<file path="config.mk">
export PLATFORM = sky130hd
export DESIGN_NAME = utf8_stream_decoder
export DESIGN_NICKNAME = d
export VERILOG_FILES = /design/src/hw/rtl/utf8d_pkg.sv /design/src/hw/rtl/utf8_stream_decoder.sv
export VERILOG_INCLUDE_DIRS = /design/src /design/src/hw/rtl
export SDC_FILE = /design/constraint.sdc
export NUM_CORES = 1
export LEC_CHECK = 0
export BUFFER_PORTS_ARGS = -buffer_cell sky130_fd_sc_hd__clkbuf_2
export CAP_MARGIN = 40
export CORE_MARGIN = 5
export CORE_UTILIZATION = 45
export CTS_BUF_LIST = sky130_fd_sc_hd__clkbuf_8 sky130_fd_sc_hd__clkbuf_16
export DETAILED_ROUTE_END_ITERATION = 8
export GPL_TIMING_DRIVEN = 0
export PLACE_DENSITY = 0.7
export SKIP_CTS_REPAIR_TIMING = 1
export SYNTH_ARGS = -nofsm -noshare
export SYNTH_HDL_FRONTEND = slang
export SYNTH_SLANG_ARGS = --single-unit
</file>
<file path="constraint.sdc">
create_clock -name clk -period 5.8 [get_ports clk]
set_clock_uncertainty 0.1 [all_clocks]
set_input_delay 1.45 -clock clk [delete_from_list [all_inputs] [get_ports clk]]
set_output_delay 1.45 -clock clk [all_outputs]
set_load 0.01 [all_outputs]
</file>
<file path="src/hw/rtl/assert_macros.svh">
// Assertion helpers shared by the RTL. Both sample on the rising edge of clk
// and are disabled while rst_n is low.
`ifndef ASSERT_MACROS_SVH
`define ASSERT_MACROS_SVH

// Property that must hold at every clock edge.
`define ASSERT_ALWAYS(label, prop, msg) \
    label: assert property (@(posedge clk) disable iff (!rst_n) (prop)) else $error(msg);

// When the trigger holds, the consequence must hold in the following cycle.
`define ASSERT_NEXT(label, trig, cons, msg) \
    label: assert property (@(posedge clk) disable iff (!rst_n) (trig) |=> (cons)) \
        else $error(msg);

`endif

</file>
<file path="src/hw/rtl/utf8d_pkg.sv">
package utf8d_pkg;

    localparam int CP_W   = 21;
    localparam int PEND_W = 2;

    localparam logic [1:0] CONT_TAG  = 2'b10;
    localparam logic [2:0] LEAD2_TAG = 3'b110;
    localparam logic [3:0] LEAD3_TAG = 4'b1110;
    localparam logic [4:0] LEAD4_TAG = 5'b11110;

    localparam logic [PEND_W-1:0] PEND_NONE = 2'd0;
    localparam logic [PEND_W-1:0] PEND_ONE  = 2'd1;
    localparam logic [PEND_W-1:0] PEND_TWO  = 2'd2;
    localparam logic [PEND_W-1:0] PEND_THREE = 2'd3;

    typedef struct packed {
        logic              emit;
        logic [CP_W-1:0]   code_point;
        logic [CP_W-1:0]   partial_value;
        logic [PEND_W-1:0] bytes_pending;
    } step_t;

    // One byte of decoding: new decoder state and the code point it completes.
    function automatic step_t decode_step(
        input logic [7:0]        b,
        input logic              last,
        input logic [CP_W-1:0]   partial_value,
        input logic [PEND_W-1:0] bytes_pending
    );
        step_t             s;
        logic [CP_W-1:0]   shifted;
        logic [PEND_W-1:0] pend_dec;
        s.emit          = 1'b0;
        s.code_point    = {CP_W{1'b0}};
        s.partial_value = partial_value;
        s.bytes_pending = bytes_pending;
        shifted  = {partial_value[CP_W-7:0], b[5:0]};
        pend_dec = bytes_pending - PEND_ONE;
        if (b[7:6] == CONT_TAG)
        begin
            if (bytes_pending != PEND_NONE)
            begin
                s.bytes_pending = pend_dec;
                if (pend_dec == PEND_NONE)
                begin
                    s.emit          = 1'b1;
                    s.code_point    = shifted;
                    s.partial_value = {CP_W{1'b0}};
                end
                else
                begin
                    s.partial_value = shifted;
                end
            end
        end
        else
        begin
            // Any non-continuation byte drops an open sequence and acts as a lead.
            s.partial_value = {CP_W{1'b0}};
            s.bytes_pending = PEND_NONE;
            if (!b[7])
            begin
                s.emit       = 1'b1;
                s.code_point = {{(CP_W-8){1'b0}}, b};
            end
            else if (b[7:5] == LEAD2_TAG)
            begin
                s.partial_value = {{(CP_W-5){1'b0}}, b[4:0]};
                s.bytes_pending = PEND_ONE;
            end
            else if (b[7:4] == LEAD3_TAG)
            begin
                s.partial_value = {{(CP_W-4){1'b0}}, b[3:0]};
                s.bytes_pending = PEND_TWO;
            end
            else if (b[7:3] == LEAD4_TAG)
            begin
                s.partial_value = {{(CP_W-3){1'b0}}, b[2:0]};
                s.bytes_pending = PEND_THREE;
            end
        end
        if (last)
        begin
            s.partial_value = {CP_W{1'b0}};
            s.bytes_pending = PEND_NONE;
        end
        return s;
    endfunction

endpackage

</file>
<file path="src/hw/rtl/utf8_stream_decoder.sv">
// Channel   Handshake               Payload
// -------   ---------------------   -----------------------------
// byte in   byte_valid / byte_stall  data_byte[7:0], end_of_text
// cp out    cp_valid / cp_stall      code_point[20:0]
//
// One byte is taken every clock while byte_stall is low; a completed code
// point appears in the cycle after the byte that finishes it, held in the
// result register. The decode step is a single shallow pass from the state
// registers and the incoming byte into the state and result registers.
// Reset clears the open sequence and the result valid flag.
// byte_stall rises only while a result waits and cp_stall is high.
`include "assert_macros.svh"

module utf8_stream_decoder (
    input  logic                          clk,
    input  logic                          rst_n,
    input  logic                          byte_valid,
    output logic                          byte_stall,
    input  logic [7:0]                    data_byte,
    input  logic                          end_of_text,
    output logic                          cp_valid,
    input  logic                          cp_stall,
    output logic [utf8d_pkg::CP_W-1:0]    code_point
);

    logic [utf8d_pkg::CP_W-1:0]   partial_reg;
    logic [utf8d_pkg::CP_W-1:0]   partial_next;
    logic [utf8d_pkg::PEND_W-1:0] pending_reg;
    logic [utf8d_pkg::PEND_W-1:0] pending_next;
    logic                         cp_valid_reg;
    logic                         cp_valid_next;
    logic [utf8d_pkg::CP_W-1:0]   cp_reg;
    logic [utf8d_pkg::CP_W-1:0]   cp_next;
    logic                         accept;
    logic                         out_free;
    utf8d_pkg::step_t             step;

    assign out_free   = !cp_valid_reg || !cp_stall;
    assign byte_stall = !out_free;
    assign accept     = byte_valid && out_free;

    assign step = utf8d_pkg::decode_step(data_byte, end_of_text, partial_reg, pending_reg);

    always_comb
    begin
        partial_next  = partial_reg;
        pending_next  = pending_reg;
        cp_valid_next = cp_valid_reg && cp_stall;
        cp_next       = cp_reg;
        if (accept)
        begin
            partial_next  = step.partial_value;
            pending_next  = step.bytes_pending;
            cp_valid_next = step.emit;
            if (step.emit)
            begin
                cp_next = step.code_point;
            end
        end
    end

    always_ff @(posedge clk or negedge rst_n)
    begin
        if (!rst_n)
        begin
            partial_reg  <= '0;
            pending_reg  <= utf8d_pkg::PEND_NONE;
            cp_valid_reg <= 1'b0;
        end
        else
        begin
            partial_reg  <= partial_next;
            pending_reg  <= pending_next;
            cp_valid_reg <= cp_valid_next;
        end
    end

    always_ff @(posedge clk)
    begin
        cp_reg <= cp_next;
    end

    assign cp_valid   = cp_valid_reg;
    assign code_point = cp_reg;

    `ASSERT_ALWAYS(a_idle_partial_zero,
        (pending_reg != utf8d_pkg::PEND_NONE) || (partial_reg == '0),
        "partial value left over with no sequence open")
    `ASSERT_NEXT(a_end_clears,
        accept && end_of_text,
        (pending_reg == utf8d_pkg::PEND_NONE) && (partial_reg == '0),
        "state not cleared after the final beat of the text")
    `ASSERT_NEXT(a_ascii_passes,
        accept && !data_byte[7],
        cp_valid_reg && (cp_reg == {{(utf8d_pkg::CP_W-8){1'b0}}, $past(data_byte)}),
        "ASCII byte not delivered as a code point")

endmodule
</file>
==> impl_metrics.json <==
{
  "outcome": "complete, no violations",
  "wl_per_cell_um": 12.86,
  "root_buffer": "clkbuf_8",
  "r2r_slack_ns": 3.48,
  "seq_area_mm2": 0.001081,
  "num_rows": 22,
  "setup_violations": 0,
  "layout.cells.non_filler": 231,
  "synth_seq_area_share_pct": 64.33,
  "arrival_ns": 1.84,
  "final_common_cell": "clkbuf_2",
  "hold_class": "reg -> reg",
  "period_share_pct": 58.38,
  "p_comb_share_pct": 10.3,
  "cp-start-kind": "primary input",
  "synthMuxAreaShare_pct": 0,
  "initial_core_util_pct": 46.25,
  "synth-simple-area-share_pct": 19.73,
  "period_needed_ns": 3.386,
  "synthCells": 141,
  "slew_headroom_pct": 41.34,
  "drive_gt1_share_pct": 26.78,
  "internal_power_mw": 0.4074,
  "worst-setup-path-type": "in -> out",
  "insertedDiodeCount": 0,
  "synth_top_family_by_area": "simple AND/OR/NAND/NOR gates",
  "antenna_found_initial": 0,
  "ys_ff_latch": 39,
  "max_cap_violations": 0,
  "antenna_left": 0,
  "dr.pass1.iters": 4,
  "gp_congestion": 0.8057,
  "p_sw_share_pct": 23.43,
  "cts_buffer_depth": 2,
  "final_nets": 195,
  "grt_max_degree": 22,
  "critical_path.max_fanout": 2,
  "p_per_area_mw_per_mm2": 267.1,
  "dp_cells": 223,
  "syn-num-nets": 154,
  "synth_compound_area_share_pct": 11.91,
  "largest_reg_flops": 21,
  "drc_errors": 0,
  "hold_viol_final": 0,
  "io_pins": 36,
  "chipHeight_um": 71.11,
  "routed_wl_mm": 2.971,
  "p_seq_share_pct": 58.7,
  "crit_required_ns": 4.25,
  "vdd_drop_max_mv": 0.08141,
  "p_clk_share_pct": 31.0,
  "area_growth_pct": 18.54,
  "grt_pass1_wl_mm": 5.175,
  "worst_slew_pin_slew_ns": 0.8799,
  "p_leak_nw": 0.8630,
  "setup_tns_ns": 0,
  "dieWidth_um": 71.11,
  "grtUsageTotal_pct": 12.86,
  "synth_xor_area_share_pct": 0,
  "end_kind": "primary output",
  "cts_buffers": 5,
  "syn_area_mm2": 0.001680,
  "clk_pin_slew_worst_paths_ns": 0.07,
  "die_area_mm2": 0.005056,
  "overflow": 0,
  "htreeDepth": 2,
  "clock_latency_ns": 0.28,
  "netlist-cell-type-count": 24,
  "fill_cells": 319,
  "rsz0062_at_grt": "no",
  "port_buffers": 34,
  "coreArea_mm2": 0.003633,
  "drtIter0Drc": 32,
  "multi_input_comb_area_um2": 531.8,
  "fmax_ghz": 0.2953,
  "via_per_inst": 4.918,
  "slew_violations": 0,
  "synth_warnings": 0,
  "cts_tree": "yes",
  "final_cell_mix": "34 x clkbuf_2, 27 x nand2_1, 22 x and2_1",
  "place_hpwl_mm": 2.239,
  "p_switching_mw": 0.1246,
  "postSynthAreaPerCell_um2": 11.92,
  "num_vias": 1136,
  "synthAdderAreaFrac_pct": 0,
  "cts_num_sinks": 39,
  "grt_pass1_vias": 1166
}
-- layout make-up --
cell class,instances,share of cell area [%]
Timing Repair Buffer,34,8.543
Multi-Input combinational cell,91,26.70
Inverter,6,1.131
Buffer,5,2.261
Tap cell,48,3.015
Clock buffer,5,3.455
Clock inverter,3,0.6281
Sequential cell,39,54.27
-- path summary, 6_finish.rpt --
check                                       startpoint                      endpoint  cells after the start
hold / removal             partial_reg[14]$_DFFE_PN0P_   partial_reg[14]$_DFFE_PN0P_                      2
max in group asynchronous                        rst_n    partial_reg[2]$_DFFE_PN0P_                      1
setup / recovery                              cp_stall                    byte_stall                      3
min in group asynchronous                        rst_n            cp_valid$_DFF_PN0_                      1
hold reg to reg            partial_reg[14]$_DFFE_PN0P_   partial_reg[14]$_DFFE_PN0P_                      2
setup reg to reg            pending_reg[1]$_DFFE_PN0P_  code_point[17]$_SDFFCE_PN0P_                      3
-- power by group through the flow --
stage / clock network (mW) / registers [mW] / logic, mW
after global placement: 0 / 0.317 / 0.0543
after detailed placement: 0 / 0.318 / 0.0563
after global routing: 0.180 / 0.313 / 0.0614
after floorplan: 0 / 0.320 / 0.0292
after CTS: 0.168 / 0.312 / 0.0565
final: 0.165 / 0.312 / 0.0550
-- cell families after synthesis --
kind of cell,Yosys count
AO/OA/AOI/OAI,30
buffers and inverters,11
flip-flops,39
AND/OR/NAND/NOR,61
-- metal layers --
| layer | GRT usage (%) | vias up | share of wire (%) |
|---|---|---|---|
| li1 | - | 559 | - |
| met5 | 0 | - | 0 |
| met4 | 6.263 | 0 | 2.4 |
| met3 | 2.557 | 7 | 4.1 |
| met1 | 14.38 | 548 | 40 |
| met2 | 23.17 | 22 | 53 |
-- critical path, cell delays in order --
cell,delay (ns)
clkbuf_2,0.11
and2_1,0.14
clkbuf_2,0.13
-- stage by stage --
step           hold WS [ns]  total power, mW  utilization (%)  setup WS [ns]  cell area (um^2)
4_1_cts              0.3822           0.5368            54.82          2.411              1992
5_1_grt              0.4088           0.5552            54.82          2.385              1992
6_report             0.3748           0.5321            54.82          2.414              1992
3_5_place_dp         0.3660           0.3743            52.58          2.413              1911
2_1_floorplan        0.3410           0.3497                -          2.639              1680
3_3_place_gp         0.3632           0.3713            52.58          2.419              1911
-- synthesized netlist by cell type --
master | number | area (um^2)
a21oi_1 | 3 | 15.01
and2_1 | 22 | 137.6
o21ai_0 | 14 | 70.07
nand2b_4 | 1 | 13.76
o22ai_1 | 1 | 6.260
dfrtp_1 | 18 | 450.4
inv_1 | 6 | 22.52
nor2b_1 | 3 | 18.77
nand3_1 | 3 | 15.01
o21ai_1 | 5 | 25.02
o31ai_1 | 3 | 22.52
buf_4 | 1 | 7.510
nand2b_1 | 2 | 12.51
a21boi_4 | 1 | 18.77
a21o_1 | 1 | 7.510
and2b_1 | 1 | 7.510
clkbuf_1 | 1 | 3.750
nor3b_4 | 1 | 18.77
buf_6 | 3 | 33.78
o21a_1 | 1 | 7.510
edfxtp_1 | 21 | 630.6
nand2_1 | 27 | 101.4
nor2_2 | 1 | 6.260
o41ai_4 | 1 | 27.53
Note: power is estimated with default switching activity, not from simulation.
